<file path="src/design/piwe_pkg.sv">
// shared types, constants and codes of the prefix index word expander
package piwe_pkg;

    // dimensions
    localparam int DICT_ENTRIES_DEF = 256;
    localparam int MAX_WORD_LEN_DEF = 32;
    localparam int QUEUE_DEPTH      = 2;

    // field widths
    localparam int CP_W    = 21;
    localparam int CMD_W   = 2;
    localparam int ENT_W   = 8;
    localparam int POS_IN_W = 5;
    localparam int WLEN_W  = 6;
    localparam int ACC_W   = 16;
    localparam int CNT_W   = 9;
    localparam int CFG_IDX_W = 2;

    // character constants
    localparam logic [CP_W-1:0]  CHAR_ZERO    = 21'd48;
    localparam logic [CP_W-1:0]  CHAR_NINE    = 21'd57;
    localparam logic [CP_W-1:0]  PREFIX_RESET = 21'd64;
    localparam logic [ACC_W-1:0] INDEX_MAX    = 16'hFFFF;
    localparam logic [3:0]       RADIX        = 4'd10;

    // configuration register indexes
    localparam logic [CFG_IDX_W-1:0] CFG_PREFIX_CHAR = 2'd0;
    localparam logic [CFG_IDX_W-1:0] CFG_FROM_ONE    = 2'd1;
    localparam logic [CFG_IDX_W-1:0] CFG_ENTRY_COUNT = 2'd2;

    typedef enum logic [CMD_W-1:0] {
        CMD_TEXT    = 2'd0,
        CMD_WR_CHAR = 2'd1,
        CMD_WR_LEN  = 2'd2,
        CMD_END     = 2'd3
    } t_cmd;

    typedef struct packed {
        t_cmd                command;
        logic [CP_W-1:0]     character;
        logic [ENT_W-1:0]    entry_index;
        logic [POS_IN_W-1:0] char_position;
        logic [WLEN_W-1:0]   word_length;
    } t_in_item;

    typedef struct packed {
        logic [CP_W-1:0] out_char;
        logic            last;
    } t_out_item;

    // work handed from the parser to the executor
    typedef enum logic [1:0] {
        OP_EMIT    = 2'd0,
        OP_EXPAND  = 2'd1,
        OP_WR_CHAR = 2'd2,
        OP_WR_LEN  = 2'd3
    } t_op_kind;

    typedef struct packed {
        t_op_kind            kind;
        logic [CP_W-1:0]     ch;
        logic                tail;
        logic [ACC_W-1:0]    key;
        logic [POS_IN_W-1:0] pos;
        logic [WLEN_W-1:0]   wlen;
    } t_op;

    typedef struct packed {
        logic [CP_W-1:0]  prefix_char;
        logic             from_one;
        logic [CNT_W-1:0] entry_count;
    } t_cfg;

endpackage

</file>
<file path="src/design/piwe_queue.sv">
// short op queue between parser and executor
module piwe_queue #(
    parameter int DEPTH = 2
) (
    input  logic          i_clk,
    input  logic          i_rst_n,
    input  logic          i_push,
    input  piwe_pkg::t_op i_op,
    output logic          o_full,
    input  logic          i_pop,
    output logic          o_valid,
    output piwe_pkg::t_op o_op
);
    import piwe_pkg::*;

    localparam int PTR_W = (DEPTH > 1) ? $clog2(DEPTH) : 1;
    localparam int CNT_QW = $clog2(DEPTH + 1);

    t_op              r_slot [DEPTH];
    logic [PTR_W-1:0] r_wptr, n_wptr;
    logic [PTR_W-1:0] r_rptr, n_rptr;
    logic [CNT_QW-1:0] r_count, n_count;
    logic             do_push, do_pop;

    assign o_full  = (r_count == CNT_QW'(DEPTH));
    assign o_valid = (r_count != '0);
    assign o_op    = r_slot[r_rptr];
    assign do_push = i_push && !o_full;
    assign do_pop  = i_pop && o_valid;

    always_comb begin
        n_wptr  = r_wptr;
        n_rptr  = r_rptr;
        n_count = r_count;
        if (do_push) begin
            n_wptr = (r_wptr == PTR_W'(DEPTH - 1)) ? '0 : r_wptr + 1'b1;
        end
        if (do_pop) begin
            n_rptr = (r_rptr == PTR_W'(DEPTH - 1)) ? '0 : r_rptr + 1'b1;
        end
        if (do_push && !do_pop) begin
            n_count = r_count + 1'b1;
        end else if (do_pop && !do_push) begin
            n_count = r_count - 1'b1;
        end
    end

    always_ff @(posedge i_clk) begin
        if (!i_rst_n) begin
            r_wptr  <= '0;
            r_rptr  <= '0;
            r_count <= '0;
        end else begin
            r_wptr  <= n_wptr;
            r_rptr  <= n_rptr;
            r_count <= n_count;
        end
    end

    always_ff @(posedge i_clk) begin
        if (do_push) begin
            r_slot[r_wptr] <= i_op;
        end
    end

endmodule

</file>
<file path="config.mk">
export PLATFORM = sky130hd
export DESIGN_NAME = piwe_queue
export DESIGN_NICKNAME = d
export VERILOG_FILES = /design/src/design/piwe_pkg.sv /design/src/design/piwe_queue.sv
export SDC_FILE = /design/constraint.sdc
export NUM_CORES = 1
export LEC_CHECK = 0
export ABC_AREA = 1
export BUFFER_PORTS_ARGS = -buffer_cell sky130_fd_sc_hd__buf_2
export CORE_MARGIN = 2
export CORE_UTILIZATION = 40
export CTS_CLUSTER_DIAMETER = 80
export DETAILED_ROUTE_END_ITERATION = 7
export PLACE_DENSITY = 0.6
export SYNTH_ARGS = -nofsm -noshare
export SYNTH_HDL_FRONTEND = slang
export SYNTH_SLANG_ARGS = --single-unit
</file>
<file path="constraint.sdc">
create_clock -name i_clk -period 8.2 [get_ports i_clk]
set_clock_uncertainty 0.15 [all_clocks]
set_input_delay 0.82 -clock i_clk [delete_from_list [all_inputs] [get_ports i_clk]]
set_output_delay 0.82 -clock i_clk [all_outputs]
set_load 0.01 [all_outputs]
</file>
==> results.toml <==
[synth]
synth_seq_cells = 107
syn_inst = 196
netlist_area_um2 = 4180
syn-mean-instance-area_um2 = 21.3
synth_edf_count = 102
synthArstFlopShare_pct = 0
yosys_warnings = 0
synth.distinct_cells = 16
synth_nets = 252
synth_ff_type = "edfxtp_1"
ys_seq_area_share_pct = 75.6

[timing]
setup_viol = 0
tightest_slew_ns = 0.993
tns_ns = 0
fin_crit_sh_pct = 35.4
slew_violations = 0
rsz0062_at_grt = "no"
fmax_mhz = 345
relSlewSlack_pct = 33.8
hold_viol_final = 0
period_needed_ns = 2.90

[setup_path]
crit_type = "reg2out"
crit_arrival_ns = 1.93
cp-start-kind = "flip-flop"
crit_path_cell_trace = "mux2_2 > buf_2"
worstSetupEndpointType = "primary output"
critical_path.max_stage_delay_ns = 0.98
critPathRequiredTime_ns = 7.23
slowest_stage = "dfxtp_4"
crit_fanout = 51

[placed_design]
place_congestion = 0.656
dp_hpwl_mm = 4.18
placed_cell_area_um2 = 4810
io_buffers = 107

[flow_run]
drv_cap = 0

[power]
p_leak_nw = 1.96
powerDensity_nw_per_um2 = 282
peakVddDrop_uv = 197

[final_layout]
nets = 366
area_delta_synth_final_pct = 19.5
design_area_um2 = 5000
layout-drive-gt1-share_pct = 56.2
layout_commonest_cell = "buf_2"
utilization_pct = 48.8
n_antenna_cell = 0
final_cell_mix = "buf_2 (107), edfxtp_1 (102), mux2_4 (50)"

[cts]
clk_latency_ns = 0.35
clkSlewWorstSetupHoldPaths_ns = 0.09
clock_sinks = 107
clk_path_buf_depth = 2
post-cts-setup-buffer-count = 0
cts_tree = "done"
cts_resized = 0
root_buffer = "clkbuf_8"
cts_buffers = 9
postCtsHoldBufs = 0
htreeDepth = 3

[floorplan]
start_util_pct = 40.9
top_level_ports = 108
dieArea_um2 = 11300
num_rows = 37
fp.dieW_um = 106
die_y_um = 106
fp.coreArea_um2 = 10200

[routing]
vias_per_cell = 4.59
ant_nets = 0
first_pass_iters = 4
drt-total-wl_mm = 6.78
vias = 2068
wl_per_cell_um = 15.0
drcViolationCount = 0
drt-initial-drc-count = 73

[global_routing]
antenna_found_initial = 1
grt_max_degree = 52
grt_pass1_wl_mm = 10.0
overflow = 0
grt_use_total_pct = 11.8
grt_pass1_vias = 2010

[hold_path]
hold_class = "reg2reg"

[status]
status = "complete, no violations"
-- final cells by class --
class	count	area (um2)
fill	902	5230
timing repair buffer	109	551
sequential	107	3170
tap	136	170
clock buffer	12	135
multi-input combinational	75	892
clock inverter	4	52.6
inverter	8	30.0
-- state kept, by name (all words and copies together), names as in the netlist, named ones only --
| name | cells |
|---|---|
| r_wptr | 1 |
| r_slot | 102 |
| r_count | 2 |
| r_rptr | 1 |
-- kinds of logic after synthesis --
kind of cell / share of synthesized area [%]
adders and majority gates: 0.299
and+or+nand+nor: 1.71
muxes: 18.2
DFF: 75.6
buffers and inverters: 3.38
AOI/OAI and AO/OA: 0.748
-- path summary, 6_finish.rpt --
kind	start	to	slack [ns]	cells past startpoint
setup / recovery	flip-flop	o_op[28]	5.30	2
setup reg to reg	r_count[1]$_SDFFE_PN0P_	r_slot[0][44]$_DFFE_PP_	6.40	4
hold reg to reg	r_rptr$_SDFFE_PN0P_	r_rptr$_SDFFE_PN0P_	0.36	2
hold / removal	r_rptr$_SDFFE_PN0P_	r_rptr$_SDFFE_PN0P_	0.36	2
-- report_power, final --
part	internal (mW)	total (mW)	switching [mW]
Sequential	0.692	0.753	0.0610
Clock	0.142	0.306	0.165
Combinational	0.193	0.352	0.158
Total	1.03	1.41	0.384
-- metal layers --
metal | global-route usage [%] | part of all wire (%) | vias up
li1 | - | - | 973
met1 | 14.9 | 44 | 1006
met2 | 18.8 | 47 | 77
met3 | 4.60 | 7.7 | 10
met4 | 3.95 | 1.2 | 2
met5 | 0 | 0.24 | -
-- synth_stat cells (2+ instances only) --
cell / instances / area, um2
inv_1: 8 / 30.0
edfxtp_1: 102 / 3060
nor2_1: 9 / 33.8
o21ai_0: 2 / 10.0
mux2_4: 50 / 751
buf_12: 5 / 100
dfxtp_1: 5 / 100
nand2_1: 7 / 26.3
-- critical path: cells and delay by family, from the launching register on --
| family | cells | cell delay (ns) |
|---|---|---|
| muxes | 1 | 0.41 |
| DFF | 1 | 0.98 |
| buffers and inverters | 1 | 0.14 |
-- stage by stage --
step | cells | power [mW] | hold WS, ns | setup slack [ns]
2_1_floorplan | 196 | 1.02 | 0.317 | 4.56
3_3_place_gp | 435 | 1.12 | 0.329 | 5.64
3_5_place_dp | 435 | 1.13 | 0.344 | 5.65
4_1_cts | 451 | 1.44 | 0.365 | 5.23
5_1_grt | 451 | 1.48 | 0.404 | 5.19
6_report | 451 | 1.41 | 0.365 | 5.30
(Power assumes the default switching activity.)
