### src/design/piwe_pkg.sv
// shared types, constants and codes of the prefix index word expander
package piwe_pkg;

    // dimensions
    localparam int DICT_ENTRIES_DEF = 256;
    localparam int MAX_WORD_LEN_DEF = 32;
    localparam int QUEUE_DEPTH      = 2;

    // field widths
    localparam int CP_W    = 21;
    localparam int CMD_W   = 2;
    localparam int ENT_W   = 8;
    localparam int POS_IN_W = 5;
    localparam int WLEN_W  = 6;
    localparam int ACC_W   = 16;
    localparam int CNT_W   = 9;
    localparam int CFG_IDX_W = 2;

    // character constants
    localparam logic [CP_W-1:0]  CHAR_ZERO    = 21'd48;
    localparam logic [CP_W-1:0]  CHAR_NINE    = 21'd57;
    localparam logic [CP_W-1:0]  PREFIX_RESET = 21'd64;
    localparam logic [ACC_W-1:0] INDEX_MAX    = 16'hFFFF;
    localparam logic [3:0]       RADIX        = 4'd10;

    // configuration register indexes
    localparam logic [CFG_IDX_W-1:0] CFG_PREFIX_CHAR = 2'd0;
    localparam logic [CFG_IDX_W-1:0] CFG_FROM_ONE    = 2'd1;
    localparam logic [CFG_IDX_W-1:0] CFG_ENTRY_COUNT = 2'd2;

    typedef enum logic [CMD_W-1:0] {
        CMD_TEXT    = 2'd0,
        CMD_WR_CHAR = 2'd1,
        CMD_WR_LEN  = 2'd2,
        CMD_END     = 2'd3
    } t_cmd;

    typedef struct packed {
        t_cmd                command;
        logic [CP_W-1:0]     character;
        logic [ENT_W-1:0]    entry_index;
        logic [POS_IN_W-1:0] char_position;
        logic [WLEN_W-1:0]   word_length;
    } t_in_item;

    typedef struct packed {
        logic [CP_W-1:0] out_char;
        logic            last;
    } t_out_item;

    // work handed from the parser to the executor
    typedef enum logic [1:0] {
        OP_EMIT    = 2'd0,
        OP_EXPAND  = 2'd1,
        OP_WR_CHAR = 2'd2,
        OP_WR_LEN  = 2'd3
    } t_op_kind;

    typedef struct packed {
        t_op_kind            kind;
        logic [CP_W-1:0]     ch;
        logic                tail;
        logic [ACC_W-1:0]    key;
        logic [POS_IN_W-1:0] pos;
        logic [WLEN_W-1:0]   wlen;
    } t_op;

    typedef struct packed {
        logic [CP_W-1:0]  prefix_char;
        logic             from_one;
        logic [CNT_W-1:0] entry_count;
    } t_cfg;

endpackage

### src/design/piwe_front.sv
// front end: accepts beats, tracks prefix and index parsing, issues ops
module piwe_front #(
    parameter int DICT_ENTRIES = piwe_pkg::DICT_ENTRIES_DEF,
    parameter int MAX_WORD_LEN = piwe_pkg::MAX_WORD_LEN_DEF
) (
    input  logic               i_clk,
    input  logic               i_rst_n,
    input  piwe_pkg::t_cfg     i_cfg,
    input  logic               i_accept,
    input  piwe_pkg::t_in_item i_item,
    output logic               o_push,
    output piwe_pkg::t_op      o_op
);
    import piwe_pkg::*;

    typedef enum logic [2:0] {
        MODE_IDLE   = 3'b001,
        MODE_PREFIX = 3'b010,
        MODE_DIGITS = 3'b100
    } t_mode;

    t_mode            r_mode, n_mode;
    logic [ACC_W-1:0] r_acc, n_acc;

    logic              is_digit;
    logic              is_prefix;
    logic [3:0]        digit_val;
    logic [ACC_W+3:0]  acc_next;
    logic [ACC_W:0]    key_ext;
    logic              expand_ok;
    logic              push;
    t_op               op;

    assign is_digit  = (i_item.character >= CHAR_ZERO) && (i_item.character <= CHAR_NINE);
    assign is_prefix = (i_item.character == i_cfg.prefix_char);
    assign digit_val = 4'(i_item.character - CHAR_ZERO);

    // times ten plus digit, with room for the saturation check
    assign acc_next = ((r_mode == MODE_DIGITS) ? (ACC_W+4)'(r_acc) * (ACC_W+4)'(RADIX) : '0)
                      + (ACC_W+4)'(digit_val);

    // one-based mode shifts the index down by one; zero names nothing
    assign key_ext = i_cfg.from_one ? ((ACC_W+1)'(r_acc) - 1'b1) : (ACC_W+1)'(r_acc);
    assign expand_ok = !(i_cfg.from_one && (r_acc == '0))
                       && (key_ext < (ACC_W+1)'(i_cfg.entry_count))
                       && (32'(key_ext) < 32'(DICT_ENTRIES));

    always_comb begin
        n_mode  = r_mode;
        n_acc   = r_acc;
        push    = 1'b0;
        op.kind = OP_EMIT;
        op.ch   = i_item.character;
        op.tail = 1'b0;
        op.key  = ACC_W'(i_item.entry_index);
        op.pos  = i_item.char_position;
        op.wlen = i_item.word_length;
        case (i_item.command)
            CMD_WR_CHAR: begin
                op.kind = OP_WR_CHAR;
                push = (32'(i_item.entry_index) < 32'(DICT_ENTRIES))
                       && (32'(i_item.char_position) < 32'(MAX_WORD_LEN));
            end
            CMD_WR_LEN: begin
                op.kind = OP_WR_LEN;
                push = (32'(i_item.entry_index) < 32'(DICT_ENTRIES));
            end
            CMD_END: begin
                op.kind = OP_EXPAND;
                op.key  = key_ext[ACC_W-1:0];
                push    = (r_mode == MODE_DIGITS) && expand_ok;
                n_mode  = MODE_IDLE;
                n_acc   = '0;
            end
            CMD_TEXT: begin
                if (r_mode == MODE_IDLE) begin
                    if (is_prefix) begin
                        n_mode = MODE_PREFIX;
                        n_acc  = '0;
                    end else begin
                        push = 1'b1;
                    end
                end else if (is_digit) begin
                    n_acc  = (acc_next > (ACC_W+4)'(INDEX_MAX)) ? INDEX_MAX
                                                                : acc_next[ACC_W-1:0];
                    n_mode = MODE_DIGITS;
                end else if (r_mode == MODE_PREFIX) begin
                    // doubled prefix or lone prefix: the character goes out
                    n_mode = MODE_IDLE;
                    n_acc  = '0;
                    push   = 1'b1;
                end else begin
                    n_acc  = '0;
                    n_mode = is_prefix ? MODE_PREFIX : MODE_IDLE;
                    if (expand_ok) begin
                        op.kind = OP_EXPAND;
                        op.key  = key_ext[ACC_W-1:0];
                        op.tail = !is_prefix;
                        push    = 1'b1;
                    end else begin
                        push = !is_prefix;
                    end
                end
            end
            default: begin
                push = 1'b0;
            end
        endcase
    end

    always_ff @(posedge i_clk) begin
        if (!i_rst_n) begin
            r_mode <= MODE_IDLE;
            r_acc  <= '0;
        end else if (i_accept) begin
            r_mode <= n_mode;
            r_acc  <= n_acc;
        end
    end

    assign o_push = i_accept && push;
    assign o_op   = op;

endmodule

### config.mk
export PLATFORM = sky130hd
export DESIGN_NAME = piwe_front
export DESIGN_NICKNAME = d
export VERILOG_FILES = /design/src/design/piwe_pkg.sv /design/src/design/piwe_front.sv
export SDC_FILE = /design/constraint.sdc
export NUM_CORES = 1
export LEC_CHECK = 0
export ABC_AREA = 1
export BUFFER_PORTS_ARGS = -buffer_cell sky130_fd_sc_hd__buf_2
export CAP_MARGIN = 25
export CORE_MARGIN = 4
export CORE_UTILIZATION = 58
export DETAILED_ROUTE_END_ITERATION = 8
export PLACE_DENSITY = 0.88
export REMOVE_ABC_BUFFERS = 1
export SKIP_CTS_REPAIR_TIMING = 1
export SYNTH_ARGS = -nofsm -noshare
export SYNTH_HDL_FRONTEND = slang
export SYNTH_SLANG_ARGS = --single-unit
### constraint.sdc
create_clock -name i_clk -period 4.8 [get_ports i_clk]
set_input_delay 0.24 -clock i_clk [delete_from_list [all_inputs] [get_ports i_clk]]
set_output_delay 0.24 -clock i_clk [all_outputs]
set_load 0.01 [all_outputs]
==> flow_summary_export.csv, run 1 <==
group,metric,value,unit
status,status,"finished, final reports clean",
critical_path,cp_max_fo,10,
routing,vias_per_cell,5.32,
die,start_util,59.8,%
die,die-width,94.7,µm
clock_tree,cts_tree,"done",
critical_path,crit_slowest_cell,"dfxtp_1",
final_layout,area_growth,9.07,%
global_routing,track_usage,25.5,%
placed_design,place_ws,1390,ps
logic_synthesis,synth_cell_type_count,42,
global_routing,antenna_found_initial,0,
sta,maxSlewViolCount,0,
final_layout,final_nets,909,
sta,setup_viol,0,
critical_path,worstSetupPathType,"flop to output pin",
routing,drcViolationCount,0,
global_routing,first_global_vias,4371,
sta,layout_setup_ws,1130,ps
logic_synthesis,synth_ff_type,"dfxtp_1",
pwr,ir_drop,0.0647,mV
critical_path,setup.worst_path.end,"o_op[11]",
die,core,0.00729,mm²
die,die_area,0.00897,mm²
clock_tree,cts_sinks,19,
critical_path,crit_arrival,3430,ps
logic_synthesis,synthCells,717,
critical_path,endpoint_kind,"output pin",
clock_tree,cts_root_buffer,"clkbuf_8",
die,io_pins,128,
clock_tree,clk_pin_slew,80,ps
critical_path,path_cells,"inv_1 > ha_1 > nand3_1 > nor2_2 > xor2_1 > inv_1 > ha_1 > a211oi_1 > nand2_1 > nor2_1 > nand3_1 > nor2_1 > nand3_1 > nor2_4 > nand3_4 > nand2_1 > nand2_1 > o21ai_1 > buf_2",
sta,finalHoldViolCount,0,
clock_tree,numCtsBuffers,3,
logic_synthesis,ys_ff_latch,19,
logic_synthesis,synth_edf_count,0,
clock_tree,insertion_delay,260,ps
global_routing,grt_max_degree,22,
critical_path,ff2ff_setup_slack,1330,ps
routing,ant_nets,0,
logic_synthesis,synth_area,0.00436,mm²
clock_tree,htree_levels,1,
sta,skew,6.28,ps
critical_path,cp-startpoint,"r_acc[1]",
final_layout,n_antenna_cell,0,
routing,postRouteWirelength,11.4,mm
global_routing,grt_pass1_wl,19.1,mm
critical_path,cp-start-kind,"flop",
critical_path,reg2reg_from,"r_acc[3]",
logic_synthesis,async_flop_share,0,%
final_layout,drive_above_1_share,23.2,%
run,maxCapViolCount,0,
logic_synthesis,synth_area_per_cell,6.08,µm²
die,rows,31,
pwr,powerDensity,93.4,mW/mm²
critical_path,max_stage_delay,360,ps
sta,relSlewSlack,58.1,%
global_routing,grt-ovfl-total,0,
die,fp.dieH,94.7,µm
placed_design,io_buffers,105,
critical_path,reg2reg_to,"r_acc[2]",
hold_path,hold_class,"input pin to flop",
placed_design,gp_congestion,1.02,
critical_path,required,4560,ps
placed_design,hpwl,9.76,mm
sta,worstMarginPinSlew,624,ps
logic_synthesis,ys_seq_area_share,8.73,%
sta,period_needed,3670,ps
sta,finalCritPeriodShare,76.4,%
sta,fmax,273,MHz
final_layout,utilization,65.2,%
sta,rsz0062_at_grt,"no",
sta,setup_tns,0,ps
routing,first_iter_violations,305,
logic_synthesis,ys_warn_count,0,
routing,first_pass_iters,5,
clock_tree,clockBufferDepth,2,
routing,routedWlPerCell,12.9,µm
pwr,p_leak,2.66,nW
routing,vias,4703,
critical_path,rr_worst_depth,19,
==> routing by layer <==
| metal | GRT usage, % | routed length [µm] | vias to the layer above | part of all wire [%] |
|---|---|---|---|---|
| li1 | - | - | 2404 | - |
| met1 | 32.4 | 4960 | 2100 | 44 |
| met2 | 44.8 | 5330 | 179 | 47 |
| met3 | 2.95 | 823 | 20 | 7.2 |
| met4 | 8.05 | 262 | 0 | 2.3 |
| met5 | 0 | 0 | - | 0 |
==> synthesized netlist by cell type, types with 5 or more instances <==
master | n | area (µm²)
xnor2_1 | 18 | 158
clkbuf_1 | 6 | 22.5
dfxtp_1 | 19 | 380
inv_1 | 106 | 398
nor4_1 | 5 | 31.3
nand4_1 | 18 | 113
nor3_1 | 13 | 65.1
nor2_2 | 12 | 75.1
a22oi_1 | 6 | 45.0
nand2_1 | 179 | 672
nand3_2 | 14 | 140
xor2_1 | 19 | 166
nand3_1 | 63 | 315
inv_2 | 5 | 18.8
buf_4 | 34 | 255
ha_1 | 45 | 563
o21ai_0 | 6 | 30.0
nor2_4 | 6 | 67.6
a21oi_2 | 10 | 87.6
nor2_1 | 58 | 218
a21oi_1 | 29 | 145
nand2_2 | 14 | 87.6
==> cells by family after synthesis <==
kind of cell    after synthesis  synth area share (%)
fa+ha+maj                    47                  13.8
flops                        19                  8.73
compound gates               64                  9.62
simple gates                392                  43.3
xor+xnor                     37                  7.43
buf+inv                     158                  17.1
==> critical path: cells and delay by family (launching register included) <==
family,cells,cell delay (ps)
simple gates,11,1430
fa+ha+maj,2,490
flops,1,360
buf+inv,3,350
compound gates,2,340
xor+xnor,1,210
==> flip-flops by register name, indices dropped and copies added, names as in the netlist <==
| register | flops |
|---|---|
| r_mode | 3 |
| r_acc | 16 |
==> where the power goes <==
| part | switching [mW] | internal, mW | leakage [nW] |
|---|---|---|---|
| clock | 0.0556 | 0.0577 | 0.0255 |
| combinational | 0.0992 | 0.0722 | 2.48 |
| sequential | 0.000817 | 0.158 | 0.153 |
==> area by class of cell <==
cell class,count,area (µm²)
Timing Repair Buffer,107,541
Clock buffer,3,41.3
Sequential cell,19,380
Tap cell,99,124
Clock inverter,1,5.00
Fill cell,670,2540
Multi-Input combinational cell,540,3230
Inverter,115,432
==> metrics by stage <==
step | instance area (µm²) | cells | hold WS, ps | total power [mW]
finish | 4750 | 884 | 171 | 0.444
global route | 4750 | 884 | 175 | 0.472
CTS | 4750 | 884 | 171 | 0.443
detailed placement | 4710 | 880 | 442 | 0.333
global placement | 4710 | 880 | 440 | 0.327
floorplan | 4040 | 674 | 309 | 0.253
==> placed cells by master (no fill, tap or decap), types with 2 or more instances in the layout <==
master,synthesis,final
a21oi_1,29,29
a21oi_2,10,10
a21oi_4,2,2
a22oi_1,6,6
buf_2,0,105
buf_4,34,2
clkbuf_8,0,3
clkinv_1,4,4
dfxtp_1,19,19
fa_1,2,2
ha_1,45,45
inv_1,106,106
inv_2,5,5
nand2_1,179,179
nand2_2,14,14
nand3_1,63,63
nand3_2,14,14
nand3_4,2,2
nand4_1,18,18
nor2_1,58,58
nor2_2,12,12
nor2_4,6,6
nor3_1,13,13
nor4_1,5,5
o211ai_1,2,2
o21a_1,2,2
o21ai_0,6,6
o21ai_1,2,2
or2_2,3,3
xnor2_1,18,18
xor2_1,19,19
==> worst min path at each step <==
stage | start | endpoint | cells after the start
6_report | i_rst_n | r_mode[0] | 2
5_1_grt | i_rst_n | r_mode[0] | 2
4_1_cts | i_rst_n | r_mode[0] | 2
3_5_place_dp | i_rst_n | r_mode[0] | 2
3_3_place_gp | i_rst_n | r_mode[0] | 2
2_1_floorplan | i_rst_n | r_mode[0] | 1
Power figures use the tool's default switching activity.
==> run 2: changes to the inputs <==
Settings changed: CORE_UTILIZATION 58 to 54, PLACE_DENSITY 0.88 to 0.83.
Clock period 4.8 ns to 3.6 ns, I/O delays scaled along.
==> run 2 against run 1 <==
Against the previous run: sequential power rose by 34%; global-route usage down 2.0 points; clock power grew 28%; setup slack got worse by 870 ps; via count increased by 1.2%; hold slack worse by 46 ps; sequential share of layout area decreased by 0.18 points; total power grew 34%; first-iteration DRC count decreased by 33%; register-to-register slack lost 1100 ps; core utilization shrank 2.5 points; non-clock buffer count up 10; critical path type unchanged; critical endpoint is now o_op[49].
==> flow_summary_export.csv, run 2 (synthesized netlist as in run 1, its figures left out) <==
group,metric,value,unit
final_layout,n_antenna_cell,0,
sta,rsz0062_at_grt,"no",
placed_design,gp_congestion,0.988,
placed_design,hpwl,9.90,mm
routing,vias_per_cell,5.30,
die,fp.dieH,97.8,µm
die,die_area,0.00957,mm²
final_layout,regMostFlops,"r_acc",
routing,vias,4761,
sta,worstMarginPinSlew,638,ps
final_layout,final_nets,921,
sta,finalCritPeriodShare,92.6,%
sta,setup_viol,0,
final_layout,largest_reg_flops,16,
routing,routedWlPerCell,13.2,µm
global_routing,use_met2,41.3,%
placed_design,place_ws,155,ps
final_layout,area_growth,12.4,%
clock_tree,cts_sinks,19,
die,core,0.00781,mm²
final_layout,nFillCells,716,
run,maxCapViolCount,0,
final_layout,final_common_cell,"nand2_1",
global_routing,track_usage,23.5,%
global_routing,antenna_found_initial,0,
critical_path,cp_max_fo,5,
global_routing,grt-ovfl-total,0,
die,start_util,55.8,%
final_layout,drive_above_1_share,25.2,%
critical_path,required,3420,ps
global_routing,top_usage_layer,"met2",
clock_tree,insertion_delay,250,ps
final_layout,final_cell_mix,"nand2_1 (179), inv_1 (105), buf_2 (105), nand3_1 (61), nor2_1 (58)",
global_routing,grt_max_degree,22,
critical_path,endpoint_kind,"output pin",
pwr,powerDensity,121,mW/mm²
routing,postRouteWirelength,11.9,mm
critical_path,ff2ff_setup_slack,280,ps
global_routing,grtUsageMet1,29.5,%
final_layout,multiInputGateArea,0.00328,mm²
sta,fmax,300,MHz
sta,hold_slack,125,ps
critical_path,crit_arrival,3150,ps
final_layout,top_regs,"r_acc: 16 flops, r_mode: 3 flops",
status,status,"finished, final reports clean",
sta,finalHoldViolCount,0,
sta,maxSlewViolCount,0,
sta,relSlewSlack,57.5,%
clock_tree,numCtsBuffers,3,
routing,ant_nets,0,
critical_path,rr_worst_depth,18,
hold_path,hold_class,"input pin to flop",
die,rows,32,
pwr,p_leak,2.72,nW
clock_tree,cts_root_buffer,"clkbuf_8",
critical_path,reg2reg_to,"r_acc[9]",
critical_path,setup.worst_path.end,"o_op[49]",
global_routing,grt_use_met3,3.21,%
routing,drcViolationCount,0,
critical_path,cp-start-kind,"flop",
critical_path,reg2reg_from,"r_acc[3]",
critical_path,worstSetupPathType,"flop to output pin",
die,die-width,97.8,µm
final_layout,seq_area,383,µm²
global_routing,first_global_vias,4468,
critical_path,cp-startpoint,"r_acc[1]",
clock_tree,clk_pin_slew,70,ps
pwr,ir_drop,0.0620,mV
global_routing,grt_pass1_wl,19.6,mm
clock_tree,clockBufferDepth,2,
sta,period_needed,3330,ps
sta,layout_setup_ws,266,ps
die,io_pins,128,
clock_tree,htree_levels,1,
placed_design,io_buffers,105,
routing,first_pass_iters,6,
sta,skew,1.84,ps
routing,first_iter_violations,205,
clock_tree,cts_tree,"done",
[run 2: cell count changes in the layout (fill, tap and decap cells not counted), sizes merged]
cell,before,now
clkinv,5,4
nor2,76,77
clkbuf,3,4
buf,107,117
nand3,79,80
[run 2: worst max-delay path, cell delays in order, from the launching register on]
cell and delay, ps:
dfxtp_2 350, inv_2 90, ha_2 200, nand3_2 120
nor2_2 160, xor2_1 200, inv_1 110, ha_4 230
a211oi_2 170, nand2_1 70, nor2_1 90, nand3_1 60
nor2_1 130, nand3_2 160, nor2_4 200, buf_4 130
nand4_1 90, nand3b_1 110, nand2_1 50, inv_1 40
buf_2 120
[run 2: metal layers]
layer  share of wire (%)  up-vias  wire length (µm)
met2                  47      193              5570
met5                   0        -                 0
met4                 2.9        0               342
met1                  43     2097              5130
li1                    -     2441                 -
met3                 7.1       30               843
[run 2: how the worst min path moves through the flow]
| stage | slack [ps] | end | from | depth (start not counted) |
|---|---|---|---|---|
| 3_5_place_dp | 360 | o_op[0] | i_item[0] | 0 |
| 2_1_floorplan | 250 | r_mode[0] | i_rst_n | 1 |
| 5_1_grt | 140 | r_mode[0] | i_rst_n | 2 |
| 3_3_place_gp | 360 | o_op[0] | i_item[0] | 0 |
| 6_report | 120 | r_mode[0] | i_rst_n | 2 |
| 4_1_cts | 120 | r_mode[0] | i_rst_n | 2 |
[run 2: stage by stage]
step | area, µm² | setup TNS (ps) | util [%] | std cells | total power, mW
after global routing | 4900 | 0 | 62.7 | 899 | 0.633
after floorplan | 4040 | 0 | - | 674 | 0.338
after detailed placement | 4730 | 0 | 60.6 | 886 | 0.446
after CTS | 4780 | -0.242 | 61.2 | 890 | 0.589
after global placement | 4730 | 0 | 60.6 | 886 | 0.438
final | 4900 | 0 | 62.7 | 899 | 0.595
[run 2: final cells by class]
type | count | share of cell area, %
repair buffers | 117 | 12.8
well taps | 102 | 2.61
clock buffers | 4 | 0.920
multi-input cells | 542 | 67.0
flip-flops and latches | 19 | 7.82
inverters | 115 | 8.81
[run 2: power breakdown]
group | switching [mW] | internal (mW)
sequential | 0.00104 | 0.211
combinational | 0.138 | 0.100
clock | 0.0663 | 0.0786
==> run 3: changes to the inputs <==
Settings changed: PLACE_DENSITY 0.83 to 0.82.
==> run 3 against run 2 <==
Against the previous run: sequential share of layout area about the same; sequential cell count unchanged; clock power about the same; hold slack got worse by 8.0 ps; maximum frequency decreased by 1.9%; clock-buffer cell count unchanged; setup slack got worse by 63 ps; first-iteration DRC count increased by 25%; final area decreased by 0.13%; core utilization decreased by 0.080 points; highest routed layer unchanged.
==> flow_summary_export.csv, run 3 (synthesized netlist as in run 1, its figures left out) <==
group,metric,value,unit
status,status,"finished, final reports clean",
critical_path,endpoint_kind,"output pin",
critical_path,worstSetupPathType,"flop to output pin",
placed_design,place_ws,93.8,ps
hold_path,hold_class,"input pin to flop",
pwr,p_int,388,µW
final_layout,regMostFlops,"r_acc",
final_layout,fin_cells,898,
sta,hold_slack,117,ps
routing,drcViolationCount,0,
sta,setup_tns,0,ps
pwr,combPwrFrac,39.5,%
routing,vias,4817,
sta,skew,2.94,ps
clock_tree,cts_root_buffer,"clkbuf_8",
critical_path,path_buf_inv,5,
placed_design,io_buffers,105,
critical_path,path_cells,"inv_2 > buf_4 > ha_1 > o21ai_0 > ha_1 > o21ai_0 > nand2_1 > a21oi_1 > o21ai_0 > nand3_1 > a21oi_1 > nor2_4 > buf_4 > nand4_1 > nand3b_1 > nand2_1 > inv_1 > buf_2",
pwr,powerDensity,121,mW/mm²
global_routing,grt-ovfl-total,0,
final_layout,utilization,62.7,%
pwr,power.share.clock,24.7,%
critical_path,cp_max_fo,7,
sta,layout_setup_ws,203,ps
clock_tree,clockBufferDepth,2,
final_layout,design_area,0.00489,mm²
pwr,power.switching,205,µW
placed_design,gp_congestion,0.977,
global_routing,antenna_found_initial,0,
placed_design,place_area,0.00472,mm²
sta,finalCritPeriodShare,94.4,%
critical_path,max_stage_delay,390,ps
critical_path,required,3420,ps
placed_design,dp.cells,884,
die,rows,32,
sta,fmax,294,MHz
routing,ant_nets,0,
die,start_util,55.8,%
sta,finalHoldViolCount,0,
critical_path,crit_slowest_cell,"o21ai_0",
global_routing,first_global_vias,4676,
final_layout,area_growth,12.2,%
clock_tree,cts_sinks,19,
die,fp.dieH,97.8,µm
placed_design,hpwl,10.2,mm
routing,vias_per_cell,5.36,
sta,worstMarginPinSlew,654,ps
final_layout,final_nets,920,
clock_tree,cts_tree,"done",
sta,period_needed,3400,ps
clock_tree,clk_pin_slew,70,ps
sta,maxSlewViolCount,0,
critical_path,path_common_cell,"o21ai_0",
pwr,ir_drop,0.0737,mV
final_layout,final_common_cell,"nand2_1",
routing,first_iter_violations,257,
final_layout,n_antenna_cell,0,
routing,routedWlPerCell,13.5,µm
die,die-width,97.8,µm
final_layout,largest_reg_flops,16,
critical_path,cp-start-kind,"flop",
critical_path,crit_family,"compound AO/OA/AOI/OAI gates",
sta,relSlewSlack,56.4,%
final_layout,final_cell_mix,"nand2_1 (179), inv_1 (105), buf_2 (105), nand3_1 (62), nor2_1 (58)",
global_routing,track_usage,24.6,%
die,core,0.00781,mm²
routing,first_pass_iters,6,
pwr,sequentialPowerShare,35.8,%
clock_tree,htree_levels,1,
pwr,p_leak,2.73,nW
pwr,power,593,µW
global_routing,grt_max_degree,22,
clock_tree,numCtsBuffers,3,
sta,setup_viol,0,
die,io_pins,128,
run,maxCapViolCount,0,
final_layout,drive_above_1_share,24.9,%
global_routing,grt_pass1_wl,20.4,mm
pwr,switching_share,34.5,%
clock_tree,insertion_delay,260,ps
critical_path,crit_arrival,3220,ps
die,die_area,0.00957,mm²
routing,postRouteWirelength,12.1,mm
final_layout,top_regs,"r_acc: 16 flops, r_mode: 3 flops",
run 3: changes by cell type in the layout (fill, tap and decap cells not counted), sizes merged:
cell / before / now
nor2: 77 / 76
run 3: final timing paths:
path              startpoint        end  slack, ps  cells after the start
setup / recovery    r_acc[0]   o_op[49]        200                     18
hold / removal       i_rst_n  r_mode[0]        120                      2
setup reg to reg    r_acc[3]   r_acc[0]        290                     18
hold reg to reg    r_mode[1]  r_mode[1]        500                      2
run 3: metal layers:
layer	track usage (%)	share of wire (%)	wire length, µm
met1	29.9	43	5210
met2	44.3	49	5950
met3	3.36	5.5	664
met4	8.20	2.4	285
met5	0	0	0
run 3: cell type report:
type	count	area, µm²
clock buffer	4	45.0
sequential	19	383
tap	102	128
timing repair buffer	117	641
multi-input combinational	541	3260
fill	722	2920
inverter	115	432
run 3: worst register-to-register path, delay by kind of cell (launching register included):
kind | cells | cell delay [ps]
AOI/OAI and AO/OA | 3 | 290
adders and majority gates | 3 | 990
buffers and inverters | 1 | 170
DFF | 1 | 460
and+or+nand+nor | 11 | 1290
run 3: power groups by stage:
stage                     Combinational (mW)  Clock [mW]  Sequential (mW)
after floorplan                        0.120           0            0.217
after global placement                 0.221           0            0.217
after detailed placement               0.229           0            0.217
after CTS                              0.230       0.149            0.213
after global routing                   0.260       0.160            0.213
final                                  0.234       0.147            0.213
